**src/hw/rtl/hpdt_pkg.sv**
```systemverilog
// hpdt_pkg: shared types and constants for the hpack dynamic table manager
// request and status codes, queued command word and result word layouts
// no dependencies
package hpdt_pkg;

    localparam int FIELD_W        = 16;
    localparam int REQ_W          = 2;
    localparam int SIZE_W         = 18;   // name + value + overhead, never wider
    localparam int ENTRY_OVERHEAD = 32;
    localparam int STATIC_ENTRIES = 61;
    localparam int SIDX_W         = 6;
    localparam int COUNT_W        = 8;
    localparam int BYTES_W        = 13;
    localparam int IN_DATA_W      = 80;
    localparam int OUT_FIELDS_W   = 54;
    localparam int OUT_DATA_W     = 56;
    localparam int OUT_PAD_W      = OUT_DATA_W - OUT_FIELDS_W;
    localparam int Q_DEPTH        = 2;

    typedef enum logic [REQ_W-1:0] {
        K_INSERT = 2'd0,
        K_LOOKUP = 2'd1,
        K_RESIZE = 2'd2,
        K_NONE   = 2'd3
    } t_kind;

    typedef enum logic [1:0] {
        ST_OK        = 2'd0,
        ST_BAD_INDEX = 2'd1,
        ST_OVERSIZE  = 2'd2,
        ST_CLAMPED   = 2'd3
    } t_status;

    // input word, lookup_index in the lowest bits
    typedef struct packed {
        logic [FIELD_W-1:0] new_max_size;
        logic [FIELD_W-1:0] entry_handle;
        logic [FIELD_W-1:0] value_length;
        logic [FIELD_W-1:0] name_length;
        logic [FIELD_W-1:0] lookup_index;
    } t_in_data;

    // decoded request as held in the queue
    typedef struct packed {
        t_kind               kind;
        t_status             status;   // status known at decode time
        logic                hit;      // static table hit
        logic [SIDX_W-1:0]   sidx;
        logic                dyn;      // lookup into the dynamic table
        logic                big;      // entry larger than the storage limit
        logic [FIELD_W-1:0]  arg;      // handle for insert, dynamic position for lookup
        logic [SIZE_W-1:0]   size;     // entry size, or clamped new maximum
    } t_cmd;

    // result word, status in the lowest bits
    typedef struct packed {
        logic [BYTES_W-1:0]  table_bytes;
        logic [COUNT_W-1:0]  entry_count;
        logic [COUNT_W-1:0]  evicted_count;
        logic [FIELD_W-1:0]  found_handle;
        logic [SIDX_W-1:0]   static_index;
        logic                hit_static;
        t_status             status;
    } t_result;

endpackage

```
**src/hw/rtl/hpdt_front.sv**
```systemverilog
// hpdt_front: accepts request words and classifies them into queue commands
// works out entry size, static/dynamic lookup split and size clamping
// depends on hpdt_pkg
module hpdt_front #(
    parameter int MAX_TABLE_BYTES = 4096
) (
    input  logic                        i_valid,
    input  logic [hpdt_pkg::REQ_W-1:0]  i_req,
    input  hpdt_pkg::t_in_data          i_data,
    output logic                        o_ready,
    output logic                        o_push,
    output hpdt_pkg::t_cmd              o_cmd,
    input  logic                        i_full
);
    import hpdt_pkg::*;

    localparam logic [SIZE_W-1:0] MAX_B = SIZE_W'(MAX_TABLE_BYTES);

    logic [SIZE_W-1:0] ent_bytes;
    logic [SIZE_W-1:0] nmax;

    assign o_ready = !i_full;
    assign o_push  = i_valid && !i_full;

    assign ent_bytes = SIZE_W'(i_data.name_length) + SIZE_W'(i_data.value_length)
                     + SIZE_W'(ENTRY_OVERHEAD);
    assign nmax = SIZE_W'(i_data.new_max_size);

    always_comb begin
        o_cmd        = '0;
        o_cmd.kind   = t_kind'(i_req);
        o_cmd.status = ST_OK;
        case (t_kind'(i_req))
            K_INSERT: begin
                o_cmd.arg  = i_data.entry_handle;
                o_cmd.size = ent_bytes;
                o_cmd.big  = ent_bytes > MAX_B;
            end
            K_LOOKUP: begin
                if (i_data.lookup_index == '0) begin
                    o_cmd.status = ST_BAD_INDEX;
                end else if (i_data.lookup_index <= FIELD_W'(STATIC_ENTRIES)) begin
                    o_cmd.hit  = 1'b1;
                    o_cmd.sidx = i_data.lookup_index[SIDX_W-1:0];
                end else begin
                    // position in the dynamic table, newest is zero
                    o_cmd.dyn = 1'b1;
                    o_cmd.arg = i_data.lookup_index - FIELD_W'(STATIC_ENTRIES + 1);
                end
            end
            K_RESIZE: begin
                if (nmax > MAX_B) begin
                    o_cmd.status = ST_CLAMPED;
                    o_cmd.size   = MAX_B;
                end else begin
                    o_cmd.size = nmax;
                end
            end
            default: begin
            end
        endcase
    end

endmodule

```
**src/hw/rtl/hpdt_queue.sv**
```systemverilog
// hpdt_queue: short command queue between the decode front and the table back
// register based, first in first out
// depends on hpdt_pkg
module hpdt_queue (
    input  logic             i_clk,
    input  logic             i_rst_n,
    input  logic             i_push,
    input  hpdt_pkg::t_cmd   i_cmd,
    output logic             o_full,
    input  logic             i_pop,
    output hpdt_pkg::t_cmd   o_cmd,
    output logic             o_empty
);
    import hpdt_pkg::*;

    localparam int QAW = $clog2(Q_DEPTH);
    localparam int QCW = $clog2(Q_DEPTH + 1);

    t_cmd           r_slots [Q_DEPTH];
    logic [QAW-1:0] r_wptr, n_wptr;
    logic [QAW-1:0] r_rptr, n_rptr;
    logic [QCW-1:0] r_cnt,  n_cnt;
    logic           do_push, do_pop;

    assign o_full  = r_cnt == QCW'(Q_DEPTH);
    assign o_empty = r_cnt == '0;
    assign o_cmd   = r_slots[r_rptr];
    assign do_push = i_push && !o_full;
    assign do_pop  = i_pop && !o_empty;

    always_comb begin
        n_wptr = do_push ? r_wptr + 1'b1 : r_wptr;
        n_rptr = do_pop  ? r_rptr + 1'b1 : r_rptr;
        n_cnt  = r_cnt;
        if (do_push && !do_pop) begin
            n_cnt = r_cnt + 1'b1;
        end else if (do_pop && !do_push) begin
            n_cnt = r_cnt - 1'b1;
        end
    end

    always_ff @(posedge i_clk) begin
        if (!i_rst_n) begin
            r_wptr <= '0;
            r_rptr <= '0;
            r_cnt  <= '0;
        end else begin
            r_wptr <= n_wptr;
            r_rptr <= n_rptr;
            r_cnt  <= n_cnt;
        end
    end

    always_ff @(posedge i_clk) begin
        if (do_push) begin
            r_slots[r_wptr] <= i_cmd;
        end
    end

endmodule

```
**src/hw/rtl/hpdt_back.sv**
```systemverilog
// hpdt_back: carries out queued commands on the dynamic table ring
// owns the handle and size memories, eviction sequencer and result register
// depends on hpdt_pkg
module hpdt_back #(
    parameter int MAX_ENTRIES     = 128,
    parameter int MAX_TABLE_BYTES = 4096
) (
    input  logic                                i_clk,
    input  logic                                i_rst_n,
    input  logic                                i_empty,
    input  hpdt_pkg::t_cmd                      i_cmd,
    output logic                                o_pop,
    input  logic                                i_out_ready,
    output logic                                o_out_valid,
    output logic [hpdt_pkg::OUT_DATA_W-1:0]     o_out_data
);
    import hpdt_pkg::*;

    localparam int AW   = $clog2(MAX_ENTRIES);
    localparam int CW   = $clog2(MAX_ENTRIES + 1);
    localparam int SZW  = $clog2(MAX_TABLE_BYTES + 1);
    localparam int CMPW = ((CW > FIELD_W) ? CW : FIELD_W) + 1;
    localparam logic [AW:0]   RING_N = (AW + 1)'(MAX_ENTRIES);
    localparam logic [AW-1:0] LAST_SLOT = AW'(MAX_ENTRIES - 1);
    localparam logic [CW-1:0] FULL_CNT = CW'(MAX_ENTRIES);

    typedef enum logic [3:0] {
        S_IDLE   = 4'b0001,
        S_EVCHK  = 4'b0010,
        S_EVDROP = 4'b0100,
        S_RESP   = 4'b1000
    } t_state;

    t_state             r_state, n_state;
    logic [AW-1:0]      r_newest, n_newest;
    logic [CW-1:0]      r_held, n_held;
    logic [SZW-1:0]     r_used, n_used;
    logic [SZW-1:0]     r_limit, n_limit;
    logic               r_ovalid, n_ovalid;
    t_result            r_odata, n_odata;
    t_cmd               r_cmd, n_cmd;
    t_status            r_status, n_status;
    logic               r_hit, n_hit;
    logic [SIDX_W-1:0]  r_sidx, n_sidx;
    logic               r_dyn, n_dyn;
    logic [CW-1:0]      r_evicted, n_evicted;

    logic [FIELD_W-1:0] r_handles [MAX_ENTRIES];
    logic [SZW-1:0]     r_sizes [MAX_ENTRIES];
    logic [FIELD_W-1:0] r_rd_handle;
    logic [SZW-1:0]     r_rd_size;

    logic               mem_we, handle_re, size_re;
    logic [AW-1:0]      next_slot, raddr_h, raddr_s;
    logic [SZW-1:0]     size_in, size_cur;
    logic [SZW:0]       used_plus;
    logic               need_evict;

    // ring slot of dynamic position pos, newest at position zero
    function automatic logic [AW-1:0] slot_of(input logic [AW-1:0] newest,
                                              input logic [AW-1:0] pos);
        logic [AW:0] w;
        w = {1'b0, newest} + RING_N - {1'b0, pos};
        if (w >= RING_N) begin
            w = w - RING_N;
        end
        return w[AW-1:0];
    endfunction

    assign next_slot = (r_newest == LAST_SLOT) ? '0 : r_newest + 1'b1;
    assign raddr_h   = slot_of(r_newest, i_cmd.arg[AW-1:0]);
    assign raddr_s   = slot_of(r_newest, AW'(r_held - 1'b1));
    assign size_in   = i_cmd.size[SZW-1:0];
    assign size_cur  = r_cmd.size[SZW-1:0];
    assign used_plus = {1'b0, r_used} + {1'b0, size_cur};

    always_comb begin
        if (r_held == '0) begin
            need_evict = 1'b0;
        end else if (r_cmd.kind == K_INSERT) begin
            need_evict = (used_plus > {1'b0, r_limit}) || (r_held >= FULL_CNT);
        end else begin
            need_evict = r_used > r_limit;
        end
    end

    always_comb begin
        n_state   = r_state;
        n_newest  = r_newest;
        n_held    = r_held;
        n_used    = r_used;
        n_limit   = r_limit;
        n_ovalid  = r_ovalid && !i_out_ready;
        n_odata   = r_odata;
        n_cmd     = r_cmd;
        n_status  = r_status;
        n_hit     = r_hit;
        n_sidx    = r_sidx;
        n_dyn     = r_dyn;
        n_evicted = r_evicted;
        o_pop     = 1'b0;
        mem_we    = 1'b0;
        handle_re = 1'b0;
        size_re   = 1'b0;

        case (r_state)
            S_IDLE: begin
                if (!i_empty) begin
                    o_pop     = 1'b1;
                    n_cmd     = i_cmd;
                    n_status  = i_cmd.status;
                    n_hit     = i_cmd.hit;
                    n_sidx    = i_cmd.sidx;
                    n_dyn     = 1'b0;
                    n_evicted = '0;
                    n_state   = S_RESP;
                    case (i_cmd.kind)
                        K_INSERT: begin
                            if (i_cmd.big || size_in > r_limit) begin
                                // entry cannot fit at all: empty the table
                                n_evicted = r_held;
                                n_held    = '0;
                                n_used    = '0;
                                n_status  = ST_OVERSIZE;
                            end else begin
                                n_state = S_EVCHK;
                            end
                        end
                        K_LOOKUP: begin
                            if (i_cmd.dyn) begin
                                if (CMPW'(i_cmd.arg) >= CMPW'(r_held)) begin
                                    n_status = ST_BAD_INDEX;
                                end else begin
                                    n_dyn     = 1'b1;
                                    handle_re = 1'b1;
                                end
                            end
                        end
                        K_RESIZE: begin
                            n_limit = size_in;
                            if (size_in == '0) begin
                                n_evicted = r_held;
                                n_held    = '0;
                                n_used    = '0;
                            end else begin
                                n_state = S_EVCHK;
                            end
                        end
                        default: begin
                        end
                    endcase
                end
            end
            S_EVCHK: begin
                if (need_evict) begin
                    size_re = 1'b1;
                    n_state = S_EVDROP;
                end else begin
                    if (r_cmd.kind == K_INSERT) begin
                        mem_we   = 1'b1;
                        n_newest = next_slot;
                        n_held   = r_held + 1'b1;
                        n_used   = used_plus[SZW-1:0];
                    end
                    n_state = S_RESP;
                end
            end
            S_EVDROP: begin
                // drop the oldest entry, size read in the previous cycle
                n_evicted = r_evicted + 1'b1;
                n_held    = r_held - 1'b1;
                if (r_rd_size > r_used || r_held == CW'(1)) begin
                    n_used = '0;
                end else begin
                    n_used = r_used - r_rd_size;
                end
                n_state = S_EVCHK;
            end
            S_RESP: begin
                if (!r_ovalid || i_out_ready) begin
                    n_ovalid              = 1'b1;
                    n_odata.status        = r_status;
                    n_odata.hit_static    = r_hit;
                    n_odata.static_index  = r_sidx;
                    n_odata.found_handle  = r_dyn ? r_rd_handle : '0;
                    n_odata.evicted_count = COUNT_W'(r_evicted);
                    n_odata.entry_count   = COUNT_W'(r_held);
                    n_odata.table_bytes   = BYTES_W'(r_used);
                    n_state               = S_IDLE;
                end
            end
            default: begin
                n_state = S_IDLE;
            end
        endcase
    end

    always_ff @(posedge i_clk) begin
        if (!i_rst_n) begin
            r_state  <= S_IDLE;
            r_newest <= '0;
            r_held   <= '0;
            r_used   <= '0;
            r_limit  <= SZW'(MAX_TABLE_BYTES);
            r_ovalid <= 1'b0;
        end else begin
            r_state  <= n_state;
            r_newest <= n_newest;
            r_held   <= n_held;
            r_used   <= n_used;
            r_limit  <= n_limit;
            r_ovalid <= n_ovalid;
        end
    end

    always_ff @(posedge i_clk) begin
        r_odata   <= n_odata;
        r_cmd     <= n_cmd;
        r_status  <= n_status;
        r_hit     <= n_hit;
        r_sidx    <= n_sidx;
        r_dyn     <= n_dyn;
        r_evicted <= n_evicted;
    end

    // ring memories, one write and one registered read each
    always_ff @(posedge i_clk) begin
        if (mem_we) begin
            r_handles[next_slot] <= r_cmd.arg;
            r_sizes[next_slot]   <= size_cur;
        end
        if (handle_re) begin
            r_rd_handle <= r_handles[raddr_h];
        end
        if (size_re) begin
            r_rd_size <= r_sizes[raddr_s];
        end
    end

    assign o_out_valid = r_ovalid;
    assign o_out_data  = {{OUT_PAD_W{1'b0}}, r_odata};

endmodule

```
**src/hw/rtl/hpack_dynamic_table_manager.sv**
```systemverilog
// hpack_dynamic_table_manager: top level of the hpack dynamic table bookkeeping
// ties the decode front, the command queue and the table back together
// depends on hpdt_pkg, hpdt_front, hpdt_queue, hpdt_back
//
//  channel   dir  data                                          side info
//  s_axis    in   tdata: lookup_index, name_length,             tuser: req_type
//                 value_length, entry_handle, new_max_size
//  m_axis    out  tdata: status, hit_static, static_index,      none
//                 found_handle, evicted_count, entry_count,
//                 table_bytes
//
// a lookup, an oversize insert, an emptying size update or an unused code goes from
// idle straight to the response state in the back end, an insert that fits or another
// size update passes the eviction check first, plus a drop step per entry evicted
// each eviction costs a read of the oldest size from the size memory
// a result is registered through the queue, the back end state and the result register
// synchronous active-low reset empties the table and sets the limit to the maximum
// the queue keeps accepting words until full while a result waits on m_axis_tready
module hpack_dynamic_table_manager #(
    parameter int MAX_ENTRIES     = 128,
    parameter int MAX_TABLE_BYTES = 4096
) (
    input  logic                                 i_clk,
    input  logic                                 i_rst_n,
    input  logic                                 s_axis_tvalid,
    output logic                                 s_axis_tready,
    // lookup_index, name_length, value_length, entry_handle, new_max_size
    input  logic [hpdt_pkg::IN_DATA_W-1:0]       s_axis_tdata,
    // req_type
    input  logic [hpdt_pkg::REQ_W-1:0]           s_axis_tuser,
    output logic                                 m_axis_tvalid,
    input  logic                                 m_axis_tready,
    // status, hit_static, static_index, found_handle, evicted_count,
    // entry_count, table_bytes, zero pad
    output logic [hpdt_pkg::OUT_DATA_W-1:0]      m_axis_tdata
);
    import hpdt_pkg::*;

    // front to queue
    logic push;
    logic q_full;
    t_cmd front_cmd;

    // queue to back
    logic q_empty;
    logic pop;
    t_cmd head_cmd;

    hpdt_front #(
        .MAX_TABLE_BYTES (MAX_TABLE_BYTES)
    ) u_front (
        .i_valid (s_axis_tvalid),
        .i_req   (s_axis_tuser),
        .i_data  (t_in_data'(s_axis_tdata)),
        .o_ready (s_axis_tready),
        .o_push  (push),
        .o_cmd   (front_cmd),
        .i_full  (q_full)
    );

    // two-word queue lets decode run ahead of a long eviction
    hpdt_queue u_queue (
        .i_clk   (i_clk),
        .i_rst_n (i_rst_n),
        .i_push  (push),
        .i_cmd   (front_cmd),
        .o_full  (q_full),
        .i_pop   (pop),
        .o_cmd   (head_cmd),
        .o_empty (q_empty)
    );

    // ring state, memories and result register
    hpdt_back #(
        .MAX_ENTRIES     (MAX_ENTRIES),
        .MAX_TABLE_BYTES (MAX_TABLE_BYTES)
    ) u_back (
        .i_clk       (i_clk),
        .i_rst_n     (i_rst_n),
        .i_empty     (q_empty),
        .i_cmd       (head_cmd),
        .o_pop       (pop),
        .i_out_ready (m_axis_tready),
        .o_out_valid (m_axis_tvalid),
        .o_out_data  (m_axis_tdata)
    );

endmodule

```
**config.mk**
```make
export PLATFORM = sky130hd
export DESIGN_NAME = hpack_dynamic_table_manager
export DESIGN_NICKNAME = d
export VERILOG_FILES = /design/src/hw/rtl/hpdt_pkg.sv /design/src/hw/rtl/hpdt_front.sv /design/src/hw/rtl/hpdt_queue.sv /design/src/hw/rtl/hpdt_back.sv /design/src/hw/rtl/hpack_dynamic_table_manager.sv
export SDC_FILE = /design/constraint.sdc
export NUM_CORES = 2
export LEC_CHECK = 0
export BUFFER_PORTS_ARGS = -buffer_cell sky130_fd_sc_hd__buf_2
export CAP_MARGIN = 20
export CORE_MARGIN = 10
export CORE_UTILIZATION = 45
export DETAILED_ROUTE_END_ITERATION = 10
export PLACE_DENSITY = 0.68
export SETUP_SLACK_MARGIN = 0.4
export SYNTH_ARGS = -nofsm -noshare
export SYNTH_HDL_FRONTEND = slang
export SYNTH_HIERARCHICAL = 1
export SYNTH_SLANG_ARGS = --single-unit
```
**constraint.sdc**
```tcl
create_clock -name i_clk -period 6.6 [get_ports i_clk]
set_input_delay 1.32 -clock i_clk [delete_from_list [all_inputs] [get_ports i_clk]]
set_output_delay 1.32 -clock i_clk [all_outputs]
set_load 0.05 [all_outputs]
```
Word level (Yosys, flattened, before mapping):

Memory sizes are Yosys's and may differ from the RTL's. A register that Yosys moved wholly into a read port is not among the register bits.
Cells that the tools add are included.

* bits of input ports: 86
* output and inout port bits: 58
* flip-flop bits (word level): 153
* memory bits (writable): 3806
* memories: 3
* word-level logic and storage cells: 180

* bitwise logic cells: 2
* multiplexer cells: 71
* reduce and logical (&&, ||, !) cells: 33
* $lt $le $gt $ge: 11
* equal/unequal tests: 18
* add/subtract/negate cells: 18

Memories
* u_back.r_handles: words 128, width 16, rd ports 1, clocked after Yosys merged registers in 1, wr ports 1, line hpdt_back.sv:48 `logic [FIELD_W-1:0] r_handles [MAX_ENTRIES];`
* u_back.r_sizes: words 128, width 13, rd ports 1, clocked after Yosys merged registers in 1, wr ports 1, line hpdt_back.sv:49 `logic [SZW-1:0] r_sizes [MAX_ENTRIES];`
* u_queue.r_slots: words 2, width 47, rd ports 1, clocked after Yosys merged registers in 1, wr ports 1, line hpdt_queue.sv:19 `t_cmd r_slots [Q_DEPTH];`

Operators by type and width (count)
* 8-bit 2-to-1 mux: 10
* 13-bit 2-to-1 mux: 6
* 16-bit 2-to-1 mux: 3
* 8-bit case mux with 2 select lines: 3
* 13-bit greater-than comparator: 3
* 13-bit case mux with 3 select lines: 1
* 18-bit case mux with 2 select lines: 1
* 16-bit case mux with 2 select lines: 1
* 7-bit 2-to-1 mux: 4
* 13-bit case mux with 2 select lines: 1
* 1-bit 2-to-1 mux: 25
* 8-bit >= comparator, second input constant: 3
* 8-bit case mux with 3 select lines: 1
* 4-bit 2-to-1 mux: 5
* 18-bit by 6-bit adder with 18-bit output, second input constant: 1
* 18-bit by 13-bit greater-than comparator with 1-bit output, second input constant: 1
* 16-bit by 16-bit adder with 17-bit output: 1
* 8-bit by 1-bit adder with 8-bit output, second input constant: 2
* 16-bit by 8-bit >= comparator with 1-bit output: 1
* 16-bit by 13-bit greater-than comparator with 1-bit output, second input constant: 1
* 16-bit by 6-bit <= comparator with 1-bit output, second input constant: 1
* 16-bit zero test: 1
* 4-bit case mux with 4 select lines: 1
* 16-bit by 6-bit subtractor with 16-bit output, second input constant: 1
* other kinds (38): 75

Depth between registers and ports, before layout:

* depth after elaboration: 9
* gate-level depth with buffers: 19

Cells and area by module:

The synthesis kept the hierarchy.

By module, submodules not included
* hpdt_back: cells an instance 6442, area an instance 150805.9 µm², sequential area each 116351.6 µm², instances 1
* hpdt_queue: cells an instance 171, area an instance 3629.7 µm², sequential area each 2922.8 µm², instances 1
* hpdt_front: cells an instance 254, area an instance 1835.5 µm², sequential area each 0.0 µm², instances 1

Worst setup path after synthesis:

Ideal clock, no wire load.

* path type: reg-to-reg
* start: register u_back/r_cmd[0] (netlist name)
* end: memory u_back.r_handles[109][0] (enable)
* path buffers: 2
* cell stages (with the launch flop): 18
* clock period less this slack: 6.771 ns
* slack: -0.171 ns
* arrival time: 6.356 ns
* cells stage by stage: edfxtp_1 > ha_1 > fa_1 > a21oi_1 > o2111ai_1 > a21oi_1 > o21a_1 > xnor2_1 > ha_1 > o21a_1 > a2111oi_2 > o2bb2ai_1 > a21oi_1 > nor2_2 > buf_4 > nand4b_4 > buf_2 > nor2_1

* longest elaborated chain between the ends: 9

RTL lines
* from (decl): line hpdt_back.sv:41 `t_cmd r_cmd, n_cmd;`
* from (signal assigned): line hpdt_back.sv:218 `r_cmd <= n_cmd;`
* 13-bit by 13-bit adder with 14-bit output: line hpdt_back.sv:75 `assign used_plus = {1'b0, r_used} + {1'b0, size_cur};`
* 14-bit by 13-bit greater-than comparator with 1-bit output: line hpdt_back.sv:81 `need_evict = (used_plus > {1'b0, r_limit}) || (r_held >= FULL_CNT);`
* 1-bit logical OR: line hpdt_back.sv:81
* 1-bit 2-to-1 mux: line hpdt_back.sv:80 `end else if (r_cmd.kind == K_INSERT) begin`
* 1-bit 2-to-1 mux: line hpdt_back.sv:78 `if (r_held == '0) begin`
* 1-bit 2-to-1 mux: line hpdt_back.sv:155 `if (need_evict) begin`
* 1-bit 2-to-1 mux: line hpdt_back.sv:106 `case (r_state)`
* 1-bit 2-to-1 mux: line hpdt_back.sv:228 `if (mem_we) begin`
* 1-bit 2-to-1 mux (not written as such): line hpdt_back.sv:229 `r_handles[next_slot] <= r_cmd.arg;`
* to (decl): line hpdt_back.sv:48

Every way passes these cells.

Worst setup path in the final report:

* start: register u_back/r_cmd[0] (netlist name)
* end: memory u_back.r_handles[87][0] (enable)

Same word-level chain as after synthesis.

==> metrics.txt <==
# TYPE chip_impl_metric gauge
chip_impl_info{name="run_status",value="complete, no violations"} 1
chip_impl_metric{name="grtUsageTotal",unit="%"} 20.7
chip_impl_info{name="hold_class",value="reg -> reg"} 1
chip_impl_metric{name="clk_pin_slew_worst_paths",unit="ps"} 60
chip_impl_info{name="grt_setup_unrepaired",value="false"} 1
chip_impl_metric{name="final-hold-violation-count",unit=""} 0
chip_impl_metric{name="die_height",unit="microns"} 609
chip_impl_metric{name="count_of_maximum_capacitance_violations",unit=""} 0
chip_impl_metric{name="post-route-min-period",unit="ps"} 5770
chip_impl_metric{name="die_width",unit="microns"} 609
chip_impl_info{name="critical_path_class",value="reg -> reg"} 1
chip_impl_metric{name="dr_total_vias",unit=""} 75700
chip_impl_metric{name="synthesis.yosys.warnings",unit=""} 6
chip_impl_info{name="worstSetupStartpointType",value="flop"} 1
chip_impl_metric{name="grt_first_pass_wirelength",unit="microns"} 563000
chip_impl_metric{name="vdd.ir_drop.worst",unit="mV"} 0.376
chip_impl_metric{name="p_per_area",unit="nW/um^2"} 427
chip_impl_metric{name="worst_slew_margin_rel",unit="%"} 20.3
chip_impl_metric{name="layout.cells.non_filler",unit=""} 12300
chip_impl_metric{name="cts-buffers-inserted",unit=""} 391
chip_impl_metric{name="post_cts_resize_count",unit=""} 0
chip_impl_metric{name="drt-wirelength-per-cell",unit="microns"} 32.0
chip_impl_info{name="cts_tree",value="done"} 1
chip_impl_metric{name="start_util",unit="%"} 45.1
chip_impl_metric{name="num_rows",unit=""} 216
chip_impl_metric{name="final_antenna_net_count",unit=""} 0
chip_impl_metric{name="detailedRoute.firstPassIterationCount",unit=""} 6
chip_impl_metric{name="worst_slew_pin_slew",unit="ps"} 1200
chip_impl_metric{name="grt_pass1_vias",unit=""} 75000
chip_impl_metric{name="floorplan.core_area",unit="sq um"} 346000
chip_impl_metric{name="grt_antenna_before_repair",unit=""} 24
chip_impl_metric{name="detail_route.drc_violations",unit=""} 0
chip_impl_metric{name="path_max_fanout",unit=""} 16
chip_impl_info{name="clock-root-buffer",value="sky130_fd_sc_hd__clkbuf_16"} 1
chip_impl_metric{name="cellLeakagePower",unit="nW"} 55.2
chip_impl_metric{name="post_route_cells_drive_above_1_share",unit="%"} 31.7
chip_impl_metric{name="dpl.cell_count",unit=""} 11600
chip_impl_metric{name="finalMaxSlewViolations",unit=""} 0
chip_impl_metric{name="area_growth_synth_to_finish",unit="%"} 14.6
chip_impl_info{name="timing.critical_path.to_type",value="flop"} 1
chip_impl_metric{name="fillerInstances",unit=""} 26000
chip_impl_metric{name="highest_attainable_clock_frequency",unit="GHz"} 0.173
chip_impl_metric{name="grt_max_degree",unit=""} 109
chip_impl_metric{name="route.detailed.vias_per_inst",unit=""} 6.16
chip_impl_metric{name="endpoints_failing_setup",unit=""} 0
chip_impl_metric{name="grt_overflow",unit=""} 0
chip_impl_metric{name="place.port_buffers",unit=""} 141
chip_impl_metric{name="worstPathArrival",unit="ps"} 6410
chip_impl_metric{name="place_hpwl",unit="microns"} 238000
chip_impl_metric{name="final_min_period_over_clock_period",unit="%"} 87.5
chip_impl_metric{name="synthesis.area_per_instance",unit="sq um"} 22.8
chip_impl_metric{name="number_of_nets_in_the_final_layout",unit=""} 7597
chip_impl_metric{name="drt_iter0_drc",unit=""} 11100
chip_impl_metric{name="cts_htree_levels",unit=""} 5
chip_impl_metric{name="detailedPlace.worstSlack",unit="ps"} 937
chip_impl_metric{name="numClockSinks",unit=""} 3979
chip_impl_metric{name="place_congestion",unit=""} 0.922
chip_impl_metric{name="worstSkewPairLatency",unit="ps"} 970
chip_impl_metric{name="syn_area",unit="sq um"} 156000
chip_impl_metric{name="die_area",unit="sq um"} 370000
chip_impl_metric{name="tns",unit="ps"} 0
chip_impl_metric{name="post_cts_hold_fix_bufs",unit=""} 0
chip_impl_metric{name="drt_wl_total",unit="microns"} 393000
chip_impl_metric{name="design_power_total",unit="W"} 0.0763
chip_impl_metric{name="post-route-worst-setup-slack",unit="ps"} 827
chip_impl_metric{name="worst_ep_required_time",unit="ps"} 7230
chip_impl_metric{name="clockBufferDepth",unit=""} 4
chip_impl_metric{name="synthesis.instances",unit=""} 6842
chip_impl_metric{name="postCtsSetupRepairBufs",unit=""} 0
chip_impl_metric{name="io_pins",unit=""} 144
chip_impl_metric{name="timing.clock.skew",unit="ps"} 69.2
-- stage by stage --
stage	hold slack [ps]	utilization (%)	instance area, sq um
final	417	51.7	179000
after global routing	423	51.7	179000
after CTS	419	51.6	179000
after detailed placement	405	48.0	166000
after global placement	404	48.0	166000
after floorplan	400	-	156000
-- metal layers --
metal  vias to the layer above  global-route usage, %  part of all wire, %
met5                         -                      0                    0
met1                     40600                   30.0                   40
li1                      30200                      -                    -
met2                      4358                   32.1                   47
met3                       558                   4.18                   10
met4                         0                   6.31                  3.5
-- power by group --
| group | switching (W) | internal [W] | leakage, nW |
|---|---|---|---|
| Sequential | 0.000292 | 0.0309 | 35.8 |
| Combinational | 0.0148 | 0.00864 | 13.4 |
| Clock | 0.00937 | 0.0123 | 6.05 |
| Total | 0.0244 | 0.0519 | 55.2 |
-- state kept, by name, summed over array words and instances, names as in the netlist, named ones only --
name / cells
u_queue/r_rptr: 1
u_back/r_limit: 13
u_back/r_state: 4
u_back/r_status: 2
u_back/o_out_valid: 1
u_back/o_out_data: 54
u_queue/r_slots: 84
u_back/r_sidx: 6
u_back/r_hit: 1
u_back/r_newest: 7
u_back/r_sizes: 1664
u_back/r_cmd: 31
u_back/r_rd_size: 13
u_back/r_dyn: 1
u_back/r_used: 13
u_back/r_held: 8
u_back/r_handles: 2048
u_back/r_rd_handle: 16
u_queue/r_wptr: 1
u_queue/r_cnt: 2
u_back/r_evicted: 8
-- final cells by class --
type                    instances  area [sq um]  share of cell area [%]
flip-flops and latches       3979        119000                    66.6
multi-input cells            2459         36200                    20.3
clock buffers                 473         10200                    5.69
well taps                    4578          5730                    3.21
repair buffers                479          4910                    2.75
clock inverters               239          2300                    1.29
inverters                      69           259                   0.145
diodes                         20          50.0                  0.0280
-- path summary, 6_finish.rpt --
| kind | from | to | slack, ps | cells after the start |
|---|---|---|---|---|
| worst max-delay path | u_back/r_cmd[0]$_DFFE_PP_ | u_back/r_handles[87][0]$_DFFE_PP_ | 830 | 19 |
| worst min-delay path | u_back/r_sidx[3]$_DFFE_PP_ | u_back/o_out_data[6]$_DFFE_PP_ | 420 | 0 |
| worst max register to register | u_back/r_cmd[0]$_DFFE_PP_ | u_back/r_handles[87][0]$_DFFE_PP_ | 830 | 19 |
| worst min register to register | u_back/r_sidx[3]$_DFFE_PP_ | u_back/o_out_data[6]$_DFFE_PP_ | 420 | 0 |
-- layout by cell type, fill, tap and decap left out, types with 18 or more instances in the layout --
cell type                       n
sky130_fd_sc_hd__clkbuf_16    393
sky130_fd_sc_hd__nor2_1        79
sky130_fd_sc_hd__mux2i_1       56
sky130_fd_sc_hd__o21ai_1       18
sky130_fd_sc_hd__inv_1         66
sky130_fd_sc_hd__buf_4        203
sky130_fd_sc_hd__nand3_1       72
sky130_fd_sc_hd__diode_2       20
sky130_fd_sc_hd__and2_1        32
sky130_fd_sc_hd__buf_12       130
sky130_fd_sc_hd__clkbuf_1      78
sky130_fd_sc_hd__o21ai_0       55
sky130_fd_sc_hd__xor2_1        25
sky130_fd_sc_hd__nor3_1        25
sky130_fd_sc_hd__clkinvlp_4    19
sky130_fd_sc_hd__clkinv_1      83
sky130_fd_sc_hd__xnor2_1       48
sky130_fd_sc_hd__edfxtp_1    3928
sky130_fd_sc_hd__a21oi_1       53
sky130_fd_sc_hd__ha_1         125
sky130_fd_sc_hd__bufinv_16     35
sky130_fd_sc_hd__nor2_4       130
sky130_fd_sc_hd__buf_2        141
sky130_fd_sc_hd__mux2_2        68
sky130_fd_sc_hd__and3_1        24
sky130_fd_sc_hd__clkinv_2      73
sky130_fd_sc_hd__dfxtp_1       50
sky130_fd_sc_hd__mux4_2      1160
sky130_fd_sc_hd__nand2_1      186
-- worst max-delay path: stages, from the launching register on --
cell and delay, ps:
sky130_fd_sc_hd__edfxtp_1 410, sky130_fd_sc_hd__ha_1 250, sky130_fd_sc_hd__fa_1 420, sky130_fd_sc_hd__a21oi_1 230, sky130_fd_sc_hd__o2111ai_1 240, sky130_fd_sc_hd__a21oi_1 240
sky130_fd_sc_hd__nor2b_1 70, sky130_fd_sc_hd__nor2_1 130, sky130_fd_sc_hd__xnor2_1 180, sky130_fd_sc_hd__ha_1 290, sky130_fd_sc_hd__o21ai_0 180, sky130_fd_sc_hd__o21ai_0 130
sky130_fd_sc_hd__a2111oi_2 320, sky130_fd_sc_hd__o2bb2ai_1 230, sky130_fd_sc_hd__a21oi_1 270, sky130_fd_sc_hd__nor2_2 520, sky130_fd_sc_hd__nand4_1 250, sky130_fd_sc_hd__buf_12 270
sky130_fd_sc_hd__nor2_4 520, sky130_fd_sc_hd__buf_4 270
Power figures use the tool's default switching activity.
